File: src/hdl/bfr_pkg.sv
// Shared types and constants for the bitset frame reader.
// No dependencies; the interfaces, core, top level and checker use it.
`timescale 1ns / 1ps

package bfr_pkg;

  // Default capacity in bits and words per checksum group.
  localparam int unsigned MAX_BITS_DEF    = 4096;
  localparam int unsigned GROUP_WORDS_DEF = 8;

  // Fixed widths of the result fields.
  localparam int unsigned WORD_INDEX_W = 7;
  localparam int unsigned BIT_COUNT_W  = 13;

  // Framing bytes.
  localparam logic [7:0] HEADER_BYTE = 8'h00;
  localparam logic [7:0] TERM_BYTE   = 8'hFF;

  // Status codes reported with every result beat.
  typedef enum logic [2:0] {
    ST_BUSY       = 3'd0,
    ST_DONE       = 3'd1,
    ST_BAD_HEADER = 3'd2,
    ST_BAD_SIZE   = 3'd3,
    ST_BAD_CHECK  = 3'd4,
    ST_BAD_TERM   = 3'd5
  } status_t;

  // One result beat.
  typedef struct packed {
    logic                    word_valid;
    logic [WORD_INDEX_W-1:0] word_index;
    logic [31:0]             word_data;
    logic [BIT_COUNT_W-1:0]  bit_count;
    status_t                 status;
  } res_t;

endpackage

File: src/hdl/bfr_ifs.sv
// Valid/ready channel interfaces for the bitset frame reader.
// Depends on bfr_pkg for field widths.
`timescale 1ns / 1ps

// Input byte channel.
interface bfr_in_if;
  logic       valid;
  logic       ready;
  logic [7:0] in_byte;

  modport source (output valid, output in_byte, input ready);
  modport sink   (input valid, input in_byte, output ready);
endinterface

// Result channel.
interface bfr_out_if;
  logic                              valid;
  logic                              ready;
  logic                              word_valid;
  logic [bfr_pkg::WORD_INDEX_W-1:0]  word_index;
  logic [31:0]                       word_data;
  logic [bfr_pkg::BIT_COUNT_W-1:0]   bit_count;
  logic [2:0]                        status;

  modport source (output valid, output word_valid, output word_index, output word_data,
                  output bit_count, output status, input ready);
  modport sink   (input valid, input word_valid, input word_index, input word_data,
                  input bit_count, input status, output ready);
endinterface

File: src/hdl/bfr_core.sv
// Frame parser state machine: one byte per step, one result per byte.
// Depends on bfr_pkg for the status codes and the result struct.
`timescale 1ns / 1ps

module bfr_core #(
  parameter int unsigned MAX_BITS    = bfr_pkg::MAX_BITS_DEF,
  parameter int unsigned GROUP_WORDS = bfr_pkg::GROUP_WORDS_DEF
) (
  input  logic          clk,
  input  logic          rst_n,
  input  logic          step,
  input  logic [7:0]    in_byte,
  output bfr_pkg::res_t res
);

  localparam int unsigned BT_W      = $clog2(MAX_BITS + 1);
  localparam int unsigned WORDS_MAX = (MAX_BITS + 31) / 32;
  localparam int unsigned NW_W      = $clog2(WORDS_MAX + 1);
  localparam int unsigned GC_W      = (GROUP_WORDS > 1) ? $clog2(GROUP_WORDS) : 1;
  localparam logic [GC_W-1:0] GC_LAST  = GC_W'(GROUP_WORDS - 1);
  localparam logic [1:0]      LAST_POS = 2'd3;
  localparam logic [31:0]     MAX_CNT  = 32'(MAX_BITS);

  typedef enum logic [2:0] {
    PH_HEADER,
    PH_SIZE,
    PH_DATA,
    PH_CHECK,
    PH_TERM
  } phase_t;

  phase_t            phase_r, phase_nxt;
  logic [1:0]        pos_r, pos_nxt;
  logic [31:0]       sh_r, sh_nxt;
  logic [BT_W-1:0]   bt_r, bt_nxt;
  logic [NW_W-1:0]   wt_r, wt_nxt;
  logic [NW_W-1:0]   nw_r, nw_nxt;
  logic [GC_W-1:0]   gc_r, gc_nxt;
  logic [7:0]        gx_r, gx_nxt;

  logic [31:0]       shifted;
  logic [32:0]       word_sum;
  logic [NW_W-1:0]   nw_inc;
  logic              size_bad;

  assign shifted  = {in_byte, sh_r[31:8]};
  assign word_sum = {1'b0, shifted} + 33'd31;
  assign nw_inc   = nw_r + NW_W'(1);
  assign size_bad = (shifted == 32'd0) || shifted[31] || (shifted > MAX_CNT);

  // Next state and the result beat for the byte at the input.
  always_comb begin
    phase_nxt = phase_r;
    pos_nxt   = pos_r;
    sh_nxt    = sh_r;
    bt_nxt    = bt_r;
    wt_nxt    = wt_r;
    nw_nxt    = nw_r;
    gc_nxt    = gc_r;
    gx_nxt    = gx_r;
    res       = '0;
    res.status = bfr_pkg::ST_BUSY;

    unique case (phase_r)
      PH_HEADER: begin
        bt_nxt  = '0;
        wt_nxt  = '0;
        nw_nxt  = '0;
        gc_nxt  = '0;
        gx_nxt  = '0;
        pos_nxt = '0;
        sh_nxt  = '0;
        if (in_byte == bfr_pkg::HEADER_BYTE) begin
          phase_nxt = PH_SIZE;
        end else begin
          res.status = bfr_pkg::ST_BAD_HEADER;
        end
      end
      PH_SIZE: begin
        sh_nxt = shifted;
        if (pos_r == LAST_POS) begin
          pos_nxt = '0;
          sh_nxt  = '0;
          if (size_bad) begin
            res.status = bfr_pkg::ST_BAD_SIZE;
            phase_nxt  = PH_HEADER;
          end else begin
            bt_nxt    = BT_W'(shifted);
            wt_nxt    = NW_W'(word_sum[32:5]);
            nw_nxt    = '0;
            gc_nxt    = '0;
            gx_nxt    = '0;
            phase_nxt = PH_DATA;
          end
        end else begin
          pos_nxt = pos_r + 2'd1;
        end
      end
      PH_DATA: begin
        sh_nxt = shifted;
        gx_nxt = gx_r ^ in_byte;
        if (pos_r == LAST_POS) begin
          res.word_valid = 1'b1;
          res.word_index = bfr_pkg::WORD_INDEX_W'(32'(nw_r));
          res.word_data  = shifted;
          pos_nxt = '0;
          sh_nxt  = '0;
          nw_nxt  = nw_inc;
          // A full group is followed by its checksum byte.
          if (gc_r == GC_LAST) begin
            gc_nxt    = '0;
            phase_nxt = PH_CHECK;
          end else begin
            gc_nxt = gc_r + GC_W'(1);
            if (nw_inc >= wt_r) begin
              phase_nxt = PH_TERM;
            end
          end
        end else begin
          pos_nxt = pos_r + 2'd1;
        end
      end
      PH_CHECK: begin
        if (in_byte != gx_r) begin
          res.status = bfr_pkg::ST_BAD_CHECK;
          phase_nxt  = PH_HEADER;
        end else begin
          gx_nxt    = '0;
          phase_nxt = (nw_r >= wt_r) ? PH_TERM : PH_DATA;
        end
      end
      default: begin
        res.status = (in_byte == bfr_pkg::TERM_BYTE) ? bfr_pkg::ST_DONE
                                                     : bfr_pkg::ST_BAD_TERM;
        phase_nxt  = PH_HEADER;
      end
    endcase

    res.bit_count = bfr_pkg::BIT_COUNT_W'(32'(bt_nxt));
  end

  // Parser state advances only on an accepted byte.
  always_ff @(posedge clk) begin
    if (!rst_n) begin
      phase_r <= PH_HEADER;
      pos_r   <= '0;
      sh_r    <= '0;
      bt_r    <= '0;
      wt_r    <= '0;
      nw_r    <= '0;
      gc_r    <= '0;
      gx_r    <= '0;
    end else if (step) begin
      phase_r <= phase_nxt;
      pos_r   <= pos_nxt;
      sh_r    <= sh_nxt;
      bt_r    <= bt_nxt;
      wt_r    <= wt_nxt;
      nw_r    <= nw_nxt;
      gc_r    <= gc_nxt;
      gx_r    <= gx_nxt;
    end
  end

endmodule

File: src/hdl/bitset_frame_reader_top.sv
// A result beat is offered in the cycle after its byte is accepted.
// Throughput: one byte per cycle while the output is not stalled; the output
// register takes a new beat in the cycle the old one leaves.
// Reset: synchronous, active low; the parser waits for a header, output empty.
// Depends on bfr_pkg, bfr_ifs and bfr_core.
`timescale 1ns / 1ps

module bitset_frame_reader_top #(
  parameter int unsigned MAX_BITS    = bfr_pkg::MAX_BITS_DEF,
  parameter int unsigned GROUP_WORDS = bfr_pkg::GROUP_WORDS_DEF
) (
  input  logic  clk,
  input  logic  rst_n,
  bfr_in_if.sink    in_bus,
  bfr_out_if.source out_bus
);

  bfr_pkg::res_t core_res;
  bfr_pkg::res_t res_r;
  logic          out_valid_r;
  logic          in_ready;
  logic          step;

  // A byte is taken whenever the output register is empty or draining.
  assign in_ready     = !out_valid_r || out_bus.ready;
  assign step         = in_bus.valid && in_ready;
  assign in_bus.ready = in_ready;

  bfr_core #(
    .MAX_BITS    (MAX_BITS),
    .GROUP_WORDS (GROUP_WORDS)
  ) u_core (
    .clk     (clk),
    .rst_n   (rst_n),
    .step    (step),
    .in_byte (in_bus.in_byte),
    .res     (core_res)
  );

  // Output register control.
  always_ff @(posedge clk) begin
    if (!rst_n) begin
      out_valid_r <= 1'b0;
    end else if (step) begin
      out_valid_r <= 1'b1;
    end else if (out_bus.ready) begin
      out_valid_r <= 1'b0;
    end
  end

  // Output register payload.
  always_ff @(posedge clk) begin
    if (step) begin
      res_r <= core_res;
    end
  end

  assign out_bus.valid      = out_valid_r;
  assign out_bus.word_valid = res_r.word_valid;
  assign out_bus.word_index = res_r.word_index;
  assign out_bus.word_data  = res_r.word_data;
  assign out_bus.bit_count  = res_r.bit_count;
  assign out_bus.status     = res_r.status;

endmodule

File: src/flat_wrapper.sv
// flat-port wrapper written by rule: the top's interface ports become plain ports
module bitset_frame_reader_top_flat 
#(
  parameter int unsigned MAX_BITS    = bfr_pkg::MAX_BITS_DEF,
  parameter int unsigned GROUP_WORDS = bfr_pkg::GROUP_WORDS_DEF
)
  (clk, rst_n, in_bus_valid, in_bus_in_byte, in_bus_ready, out_bus_valid, out_bus_word_valid, out_bus_word_index, out_bus_word_data, out_bus_bit_count, out_bus_status, out_bus_ready);
  bfr_in_if in_bus_i ();
  bfr_out_if out_bus_i ();
  input  logic clk;
  input  logic rst_n;
  input wire logic [$bits(in_bus_i.valid)-1:0] in_bus_valid;
  input wire logic [$bits(in_bus_i.in_byte)-1:0] in_bus_in_byte;
  output wire logic [$bits(in_bus_i.ready)-1:0] in_bus_ready;
  output wire logic [$bits(out_bus_i.valid)-1:0] out_bus_valid;
  output wire logic [$bits(out_bus_i.word_valid)-1:0] out_bus_word_valid;
  output wire logic [$bits(out_bus_i.word_index)-1:0] out_bus_word_index;
  output wire logic [$bits(out_bus_i.word_data)-1:0] out_bus_word_data;
  output wire logic [$bits(out_bus_i.bit_count)-1:0] out_bus_bit_count;
  output wire logic [$bits(out_bus_i.status)-1:0] out_bus_status;
  input wire logic [$bits(out_bus_i.ready)-1:0] out_bus_ready;
  assign in_bus_i.valid = in_bus_valid;
  assign in_bus_i.in_byte = in_bus_in_byte;
  assign in_bus_ready = in_bus_i.ready;
  assign out_bus_valid = out_bus_i.valid;
  assign out_bus_word_valid = out_bus_i.word_valid;
  assign out_bus_word_index = out_bus_i.word_index;
  assign out_bus_word_data = out_bus_i.word_data;
  assign out_bus_bit_count = out_bus_i.bit_count;
  assign out_bus_status = out_bus_i.status;
  assign out_bus_i.ready = out_bus_ready;
  bitset_frame_reader_top #(.MAX_BITS(MAX_BITS), .GROUP_WORDS(GROUP_WORDS)) u_core (.clk(clk), .rst_n(rst_n), .in_bus(in_bus_i), .out_bus(out_bus_i));
endmodule
File: config.mk
export PLATFORM = sky130hd
export DESIGN_NAME = bitset_frame_reader_top_flat
export DESIGN_NICKNAME = d
export VERILOG_FILES = /design/src/hdl/bfr_pkg.sv /design/src/hdl/bfr_ifs.sv /design/src/hdl/bfr_core.sv /design/src/hdl/bitset_frame_reader_top.sv /design/src/flat_wrapper.sv
export SDC_FILE = /design/constraint.sdc
export NUM_CORES = 1
export LEC_CHECK = 0
export BUFFER_PORTS_ARGS = -buffer_cell sky130_fd_sc_hd__buf_2
export CAP_MARGIN = 10
export CORE_ASPECT_RATIO = 0.8
export CORE_UTILIZATION = 59
export CTS_CLUSTER_DIAMETER = 40
export CTS_CLUSTER_SIZE = 24
export DETAILED_ROUTE_END_ITERATION = 10
export GPL_TIMING_DRIVEN = 0
export PLACE_DENSITY = 0.79
export SYNTH_ARGS = -nofsm -noshare
export SYNTH_HDL_FRONTEND = slang
export SYNTH_SLANG_ARGS = --single-unit
File: constraint.sdc
create_clock -name clk -period 3.3 [get_ports clk]
set_input_delay 0.33 -clock clk [delete_from_list [all_inputs] [get_ports clk]]
set_output_delay 0.33 -clock clk [all_outputs]
set_load 0.02 [all_outputs]
# After elaboration in Yosys (flattened, before gate mapping)
# Index checks and enable logic that the tools add are counted.
[totals] reg_bits=134 output_inout_bits=58
[op_classes] n_addsub=4 n_lt_le_gt_ge=3 n_eq_ne=13 n_mux=39 bitwise_logic=1 n_reduce_logical=20
[op_table] cell="$pmux 32 s2" count=1
[op_table] cell="$mux 8" count=6
[op_table] cell="$mux 40" count=1
[op_table] cell="$mux 3" count=13
[op_table] cell="$gt 32x13->1 const B" count=1
[op_table] cell="$logic_not 32->1" count=1
[op_table] cell="$mux 32" count=1
[op_table] cell="$pmux 8 s4" count=1
[op_table] cell="$mux 13" count=2
[op_table] cell="$pmux 13 s2" count=1
[op_table] cell="$pmux 3 s4" count=2
[op_table] cell="$pmux 8 s3" count=1
[op_table] cell="$ge 8x8->1" count=2
[op_table] cell="$pmux 8 s2" count=1
[op_table] cell="$reduce_and 5->1" count=3
[op_table] cell="$add 13x5->13 const B" count=1
[op_table] cell="$mux 2" count=5
[op_table] cell="$ne 2x2->1 const B" count=5
[op_table] cell="$pmux 3 s3" count=1
[op_table] cell="$add 8x1->8 const B" count=1
[op_table] cell="$eq 8x8->1 const B" count=1
[op_table] cell="$logic_not 8->1" count=1
[op_table] cell="$ne 8x8->1" count=1
[op_table] cell="$xor 8x8->8" count=1
[op_table] cell="19 further kinds" count=26

# Longest topological paths before layout
# Gate-level depths: netlist of run 1.
[logic_depth] depth_word=6 depth_mapped=11 depth_no_buf=11

# Hierarchy
# From an unflattened synthesis of run 1, not the netlist that was laid out.
[hier_totals] cells_unflattened=586 hier_area_um2=5895.7
[modules_own_cells] mod="bfr_core" n_inst=1 cells_each=525 area_per_inst_um2=4156.5
[modules_own_cells] mod="bitset_frame_reader_top" n_inst=1 cells_each=61 area_per_inst_um2=1739.2

# Least setup slack after synthesis of run 1
# No wires, ideal clock.
[synth_path] path_kind="register to register" startpoint="register u_core.u_core.sh_r[10]" endpoint="register u_core.res_r, in the netlist u_core.out_bus.bit_count[0], data pin" setup_time_ns=0.256 arrival_time_ns=2.473 t_required_ns=3.044 slack_ns=0.571 stages_incl_launch_ff=9 cell_sequence="dfxtp_1 > or4_4 > or4_4 > xnor2_2 > o31a_1 > buf_4 > buf_4 > buf_6 > o22a_1"
[synth_rtl] element="start: declaration" line="bfr_core.sv:34" text="logic [31:0] sh_r, sh_nxt;"
[synth_rtl] element="start signal: assignment" line="bfr_core.sv:156" text="sh_r <= sh_nxt;"
[synth_rtl] element="end signal: assignment" line="bitset_frame_reader_top.sv:54" text="res_r <= core_res;"
[synth_rtl] element="end: declaration" line="bitset_frame_reader_top.sv:19" text="bfr_pkg::res_t res_r;"

==> reports/qor.yml, run 1 <==
run_status:
  status: "finished clean"
clock_network:
  cts_root_buf: "clkbuf_16"
  clkTransAtPathRegs_ns: 0.06
  postCtsSetupBuffers: 0
  cts_made_buffers: 17
  hold_buffers: 0
  clk_path_buf_depth: 2
  cts_tree: "done"
  clk_latency_ns: 0.42
  cts_sinks: 126
  ctsResizeCount: 0
  cts-htree-levels: 4
logic_synthesis:
  ys_seq_area_frac: 0.4970
  synthTopCellsByArea: "edfxtp_1, dfxtp_1, nand2_1"
  yosys_most_used_dff: "dfxtp_1"
  async_flop_share: 0
  ys_seq_elements: 126
  syn-cell-area_um2: 6203
  synth.net_count: 681
  synth_edf_count: 56
  synth_top_area_frac: 0.2711
  yosysWarnings: 0
  yosys.area.top_type: "edfxtp_1"
  avgSynthCellArea_um2: 9.558
  netlist_instances: 649
  synthDistinctLibCells: 60
grt:
  antenna_found_initial: 0
  grt_pass1_vias: 5142
  grt-ovfl-total: 0
  grt_max_degree: 32
  grt_first_pass_wirelength_um: 25280
  grt.total_usage: 0.3120
final_layout:
  areaGrowthSynthToFinish_pct: 17.61
  diodes: 0
  layout.nets: 761
  final_common_cell: "nand2_1"
  drive_above_1_share: 0.1415
  layout_common_cells: "nand2_1, dfxtp_1, buf_2"
power:
  p_leak_uw: 0.002910
  comb_power_share: 0.052
  ir_drop_v: 0.0003635
  p_int_uw: 2910
  pwr-share-clk: 0.500
  switchingPower_uw: 824.0
  total_power_uw: 3734
  seq_power_share: 0.447
  swShare: 0.2207
  power.density_nw_per_um2: 511.8
routing:
  dr.max_layer_used: "met4"
  drt-total-wl_um: 16210
  drt_first_pass_iters: 8
  drc: 0
  wl_per_cell_um: 18.38
  antenna_left: 0
  via_per_inst: 6.231
  routed-via-count: 5496
  drt_iter0_markers: 575
  dr_wl_met2_um: 7500
  wl_met3_um: 1421
  wl_met1_um: 6954
min_path:
  min_from: "in_bus_valid"
  min_path_type: "in -> reg"
sta:
  rsz0062_at_grt: "no"
  worst_slew_pin_slew_ns: 1.043
  max-slew-margin-rel: 0.2996
  slew_viol_final: 0
  whs_ns: 0.1764
  setup_viol_count_final: 0
  hold_viol: 0
  max_freq_mhz: 317.2
  fin_ws_ns: 0.1477
  post-route-period-util: 0.9552
  fin_crit_ns: 3.152
  setup_tns_ns: 0
  skew_ns: 0.006508
die:
  rows: 33
  core_area_um2: 10240
  start_util: 0.6058
  die-width_um: 116.6
  fp.dieArea_um2: 10930
  ios: 70
  chipHeight_um: 93.72
flow_run:
  max_cap_violations: 0
setup_path:
  startpoint: "u_core.u_core.sh_r[10]$_SDFFE_PN0P_"
  critPathLaunchType: "flop"
  worstSetupEndpointType: "flop"
  path_max_fanout: 10
  required_ns: 3.55
  timing.rr.start: "u_core.u_core.sh_r[10]$_SDFFE_PN0P_"
  arrival_ns: 3.41
  crit_type: "reg -> reg"
place:
  place_ws_ns: 0.2234
  port-buffer-count: 60
  gp_congestion: 0.8900
  dpl.hpwl_um: 11260
-- worst paths after layout --
kind / endpoint / slack, ns / cells past startpoint
setup / recovery: u_core.out_bus.bit_count[1]$_DFFE_PP_ / 0.15 / 7
hold / removal: u_core.out_bus.valid$_SDFFE_PN0P_ / 0.18 / 3
setup reg to reg: u_core.out_bus.bit_count[1]$_DFFE_PP_ / 0.15 / 7
hold reg to reg: u_core.u_core.gc_r[2]$_SDFFE_PN0P_ / 0.47 / 2
-- layer usage --
layer	global-route usage	up-vias
li1	-	2524
met1	0.4119	2653
met2	0.4847	278
met3	0.07355	41
met4	0.1445	0
met5	0	-
-- worst max-delay path: stages (launching register included) --
cell and delay, ns:
dfxtp_1 0.34, or4_4 0.59, or4_4 0.57, xnor2_2 0.19, nor3_1 0.57, clkbuf_1 0.46
nor2_1 0.08, a31oi_1 0.18
-- synth_stat cells, types with 14 or more instances --
cell type and number:
o21ai_0 45, inv_1 14, a21boi_1 15, a21boi_0 29
a21oi_1 16, nand3_1 44, and3_1 41, nand2_1 73
nor2_1 26, dfxtp_1 70, ha_1 20, edfxtp_1 56
clkbuf_1 48
-- state kept, by name, indices dropped and copies added (netlist names) --
| register | cells |
|---|---|
| u_core.out_bus.word_index | 7 |
| u_core.u_core.pos_r | 2 |
| u_core.u_core.sh_r | 24 |
| u_core.u_core.nw_r | 8 |
| u_core.u_core.wt_r | 8 |
| u_core.u_core.phase_r | 3 |
| u_core.u_core.bt_r | 13 |
| u_core.out_bus.word_data | 32 |
| u_core.out_bus.valid | 1 |
| u_core.out_bus.bit_count | 13 |
| u_core.out_bus.word_valid | 1 |
| u_core.u_core.gc_r | 3 |
| u_core.out_bus.status | 3 |
| u_core.u_core.gx_r | 8 |
-- per-stage QoR --
stage,utilization,instance area (um^2),instances
finish,0.7125,7296,882
global route,0.7125,7296,882
CTS,0.7119,7289,882
detailed placement,0.6542,6699,850
global placement,0.6522,6679,849
floorplan,-,6203,649
-- logic make-up (layout without fill, tap and decap cells) --
logic type,count (synthesis),count (layout),share of synthesized area
and+or+nand+nor,239,239,0.1973
AOI/OAI and AO/OA,166,166,0.1781
DFF,126,126,0.4970
buffers and inverters,72,165,0.04881
xor gates and xnor gates,23,23,0.03368
adders and majority gates,21,21,0.04195
muxes,2,2,0.003227
-- power groups by stage --
stage	sequential (uW)	clock [uW]	combinational (uW)
6_report	1670	1870	196
2_1_floorplan	1750	0	75.7
3_3_place_gp	1700	0	184
4_1_cts	1670	1870	193
5_1_grt	1670	1940	208
3_5_place_dp	1700	0	192
-- final cells by class --
cell class                      count  area [um^2]
Buffer                             57        246.5
Clock buffer                       20        446.7
Clock inverter                     12        143.9
Fill cell                         797         2944
Inverter                           15        56.30
Multi-Input combinational cell    451         2824
Sequential cell                   126         3083
Tap cell                          140        175.2
Timing Repair Buffer               61        320.3
(Power assumes the default switching activity.)
==> run 2, diff against run 1 <==
SETUP_SLACK_MARGIN = 0.2   (was not set)
==> run 2 against run 1 <==
Net effect:
- fmax grew 4.2%
- first-iteration DRC count down 1.0%
- via count up 0.38%
- core utilization barely moved
- wire length decreased by 0.15%
- clock power about the same
- cell count did not move
- non-clock buffer count did not move
- hold slack got worse by 0.0063 ns
- die area is the same
- sequential share of layout area is essentially flat
- critical endpoint is now u_core.out_bus.bit_count[0]$_DFFE_PP_
==> reports/qor.yml, run 2 (synthesized netlist as in run 1, its figures left out) <==
run_status:
  status: "finished clean"
place:
  port-buffer-count: 60
  place_ws_ns: 0.2234
  dpl.hpwl_um: 11260
  gp_congestion: 0.8900
setup_path:
  cp_slowest_stage_delay_ns: 0.59
  worstSetupEndpointType: "flop"
  required_ns: 3.47
  ff2ff_setup_slack_ns: 0.27
  cp_num_buf_inv: 3
  path_cells: "or4_4 -> or4_4 -> xnor2_2 -> o31a_1 -> buf_4 -> buf_4 -> buf_6 -> o22a_1"
  critPathLaunchType: "flop"
  arrival_ns: 3.19
  cp_slowest_cell: "or4_4"
  crit_type: "reg -> reg"
  path_delay_family: "simple AND/OR/NAND/NOR gates"
  path_max_fanout: 10
sta:
  post-route-period-util: 0.9167
  max-slew-margin-rel: 0.3116
  skew_ns: 0.007978
  setup_tns_ns: 0
  slew_viol_final: 0
  max_freq_mhz: 330.6
  rsz0062_at_grt: "yes"
  hold_viol: 0
  fin_ws_ns: 0.2749
  fin_crit_ns: 3.025
  setup_viol_count_final: 0
  worst_slew_pin_slew_ns: 1.025
clock_network:
  clk_latency_ns: 0.42
  clk_path_buf_depth: 2
  postCtsSetupBuffers: 0
  hold_buffers: 0
  clkTransAtPathRegs_ns: 0.06
  cts_tree: "done"
  cts-htree-levels: 4
  cts_made_buffers: 17
  cts_sinks: 126
  ctsResizeCount: 0
  cts_root_buf: "clkbuf_16"
grt:
  antenna_found_initial: 0
  grt_first_pass_wirelength_um: 25280
  grt_max_degree: 32
  grt_pass1_vias: 5142
  grt-ovfl-total: 0
  grt.total_usage: 0.3120
power:
  comb_power_share: 0.052
  ir_drop_v: 0.0003630
  swShare: 0.2222
  p_leak_uw: 0.002910
  p_int_uw: 2910
  pwr-share-clk: 0.501
  switchingPower_uw: 831.5
  seq_power_share: 0.446
  power.density_nw_per_um2: 512.5
final_layout:
  areaGrowthSynthToFinish_pct: 17.69
  diodes: 0
  layout.nets: 761
  final_common_cell: "nand2_1"
  layout_common_cells: "nand2_1, dfxtp_1, buf_2"
  fin_util: 0.7130
  largest_reg_flops: 32
  drive_above_1_share: 0.1429
routing:
  drt-total-wl_um: 16180
  antenna_left: 0
  drt_iter0_markers: 569
  drt_first_pass_iters: 7
  wl_per_cell_um: 18.35
  drc: 0
  routed-via-count: 5517
  via_per_inst: 6.255
die:
  ios: 70
  start_util: 0.6058
  die-width_um: 116.6
  chipHeight_um: 93.72
  core_area_um2: 10240
  fp.dieArea_um2: 10930
  rows: 33
flow_run:
  max_cap_violations: 0
min_path:
  min_path_type: "in -> reg"
[run 2: changes by cell type in the layout (fill, tap and decap cells not counted)]
cell / before / now
nor3_1: 7 / 6
nor3_2: 0 / 1
[run 2: cell type report]
class	instances	area [um^2]
timing repair buffer	61	320.3
clock inverter	12	143.9
fill	797	2939
tap	140	175.2
inverter	15	56.30
sequential	126	3083
clock buffer	20	446.7
buffer	57	246.5
multi-input combinational	451	2829
[run 2: final timing paths]
check | from | to | cells after the start
worst min-delay path | in_bus_valid | u_core.out_bus.valid$_SDFFE_PN0P_ | 3
worst max-delay path | u_core.u_core.sh_r[10]$_SDFFE_PN0P_ | u_core.out_bus.bit_count[0]$_DFFE_PP_ | 8
worst max register to register | u_core.u_core.sh_r[10]$_SDFFE_PN0P_ | u_core.out_bus.bit_count[0]$_DFFE_PP_ | 8
worst min register to register | u_core.u_core.pos_r[1]$_SDFFE_PN0P_ | u_core.u_core.pos_r[1]$_SDFFE_PN0P_ | 2
[run 2: layer usage]
| layer | wire length (um) | up-vias | global-route usage |
|---|---|---|---|
| met4 | 297 | 0 | 0.1445 |
| met5 | 0 | - | 0 |
| li1 | - | 2528 | - |
| met2 | 7562 | 308 | 0.4847 |
| met1 | 6796 | 2648 | 0.4119 |
| met3 | 1525 | 33 | 0.07355 |
[run 2: worst reg2reg max path: cells and delay by family, from the launching register on]
family / cells / cell delay (ns)
simple gates: 2 / 1.16
compound gates: 2 / 0.53
buf+inv: 3 / 0.54
flops: 1 / 0.35
xor+xnor: 1 / 0.20
[run 2: power by group through the flow]
stage	Sequential, uW	Combinational, uW	Clock [uW]
2_1_floorplan	1750	75.7	0
3_3_place_gp	1700	184	0
3_5_place_dp	1700	192	0
4_1_cts	1670	193	1870
5_1_grt	1670	208	1940
6_report	1670	196	1880
[run 2: through the flow]
step	hold WS [ns]	instance area (um^2)	cells	total power, uW
2_1_floorplan	0.4356	6203	649	1827
3_3_place_gp	0.4418	6679	849	1887
3_5_place_dp	0.4625	6699	850	1894
4_1_cts	0.1625	7289	882	3736
5_1_grt	0.2020	7301	882	3825
6_report	0.1701	7301	882	3741
==> run 3, diff against run 2 <==
SETUP_SLACK_MARGIN = not set   (was 0.2)
clock period = 3.34 ns   (was 3.3 ns; I/O delays follow)
==> run 3 against run 2 <==
Net effect:
- clock-buffer cell count unchanged
- non-clock buffer count did not move
- largest cell class unchanged
- sequential cell count stayed put
- via count about the same
- wire length hardly changed
- fmax down 4.5%
==> reports/qor.yml, run 3 (synthesized netlist as in run 1, its figures left out) <==
run_status:
  status: "finished clean"
setup_path:
  ff2ff_setup_slack_ns: 0.17
  r2r_end: "u_core.out_bus.bit_count[1]$_DFFE_PP_"
  path_max_fanout: 10
  timing.rr.start: "u_core.u_core.sh_r[10]$_SDFFE_PN0P_"
  required_ns: 3.60
  critPathLaunchType: "flop"
  reg2reg_depth: 7
  crit_end: "u_core.out_bus.bit_count[1]$_DFFE_PP_"
  cp_num_buf_inv: 1
  cp_slowest_cell: "or4_4"
  startpoint: "u_core.u_core.sh_r[10]$_SDFFE_PN0P_"
  path_cells: "or4_4 -> or4_4 -> xnor2_2 -> nor3_1 -> clkbuf_1 -> nor2_1 -> a31oi_1"
  arrival_ns: 3.42
  path_common_cell: "or4_4"
  path_depth: 7
  crit_type: "reg -> reg"
  path_delay_family: "simple AND/OR/NAND/NOR gates"
  worstSetupEndpointType: "flop"
  cp_slowest_stage_delay_ns: 0.59
clock_network:
  clk_latency_ns: 0.42
  ctsResizeCount: 0
  postCtsSetupBuffers: 0
  clk_path_buf_depth: 2
  hold_buffers: 0
  cts-htree-levels: 4
  cts_sinks: 126
  cts_tree: "done"
  clkTransAtPathRegs_ns: 0.06
  cts_made_buffers: 17
  cts_root_buf: "clkbuf_16"
routing:
  drt_iter0_markers: 505
  drt-total-wl_um: 16190
  wl_per_cell_um: 18.35
  routed-via-count: 5521
  drt_first_pass_iters: 8
  antenna_left: 0
  drc: 0
  via_per_inst: 6.260
final_layout:
  final_common_cell: "nand2_1"
  diodes: 0
  drive_above_1_share: 0.1402
  largest_reg_flops: 32
  layout_common_cells: "nand2_1, dfxtp_1, buf_2"
  layout.nets: 761
  areaGrowthSynthToFinish_pct: 17.51
sta:
  rsz0062_at_grt: "no"
  skew_ns: 0.007172
  hold_viol: 0
  max_freq_mhz: 315.7
  setup_viol_count_final: 0
  slew_viol_final: 0
  fin_ws_ns: 0.1727
  setup_tns_ns: 0
  post-route-period-util: 0.9483
  worst_slew_pin_slew_ns: 0.9883
  max-slew-margin-rel: 0.3361
  whs_ns: 0.1744
  fin_crit_ns: 3.167
grt:
  grt_max_degree: 32
  grt.total_usage: 0.3120
  antenna_found_initial: 0
  grt_pass1_vias: 5142
  grt-ovfl-total: 0
  grt_first_pass_wirelength_um: 25280
flow_run:
  max_cap_violations: 0
die:
  chipHeight_um: 93.72
  ios: 70
  fp.dieArea_um2: 10930
  core_area_um2: 10240
  rows: 33
  start_util: 0.6058
  die-width_um: 116.6
place:
  gp_congestion: 0.8900
  place_ws_ns: 0.2634
  port-buffer-count: 60
  dpl.hpwl_um: 11260
power:
  ir_drop_v: 0.0003606
  power.density_nw_per_um2: 506.2
  p_leak_uw: 0.002909
min_path:
  min_path_type: "in -> reg"
## run 3: worst min-delay path: cells and delay by family
family	cells	cell delay, ns
compound gates	1	0.05
buf+inv	2	0.15
## run 3: final cells by class
class | instances | area [um^2]
Fill cell | 799 | 2950
Tap cell | 140 | 175.2
Clock inverter | 12 | 143.9
Buffer | 57 | 246.5
Sequential cell | 126 | 3083
Timing Repair Buffer | 61 | 320.3
Multi-Input combinational cell | 451 | 2818
Inverter | 15 | 56.30
Clock buffer | 20 | 446.7
## run 3: how the worst min path moves through the flow
stage	start	end	slack, ns	cells after the start
6_report	in_bus_valid	u_core.out_bus.valid$_SDFFE_PN0P_	0.17	3
4_1_cts	in_bus_valid	u_core.out_bus.valid$_SDFFE_PN0P_	0.17	3
2_1_floorplan	u_core.u_core.pos_r[1]$_SDFFE_PN0P_	u_core.u_core.pos_r[1]$_SDFFE_PN0P_	0.44	2
3_3_place_gp	u_core.u_core.pos_r[1]$_SDFFE_PN0P_	u_core.u_core.pos_r[1]$_SDFFE_PN0P_	0.44	2
5_1_grt	in_bus_valid	u_core.out_bus.valid$_SDFFE_PN0P_	0.21	3
3_5_place_dp	u_core.u_core.gc_r[2]$_SDFFE_PN0P_	u_core.u_core.gc_r[2]$_SDFFE_PN0P_	0.46	2
## run 3: layer usage
layer,vias to the layer above,GRT usage,part of all wire
met5,-,0,0
met4,0,0.1445,0.022
met3,33,0.07355,0.095
met2,321,0.4847,0.46
met1,2644,0.4119,0.42
li1,2523,-,-
## run 3: report_power, final
part / leakage (uW) / switching (uW) / total [uW] / internal (uW)
Sequential: 0.00112 / 7.62 / 1650 / 1640
Combinational: 0.00150 / 144 / 193 / 49.8
Clock: 0.000289 / 663 / 1850 / 1180
Total: 0.00291 / 815 / 3690 / 2870
## run 3: per-stage QoR
step / std cells / instance area [um^2] / power, uW / util
after global placement: 849 / 6679 / 1865 / 0.6522
final: 882 / 7289 / 3690 / 0.7119
after detailed placement: 850 / 6699 / 1872 / 0.6542
after floorplan: 649 / 6203 / 1805 / -
after global routing: 882 / 7289 / 3779 / 0.7119
after CTS: 882 / 7289 / 3691 / 0.7119
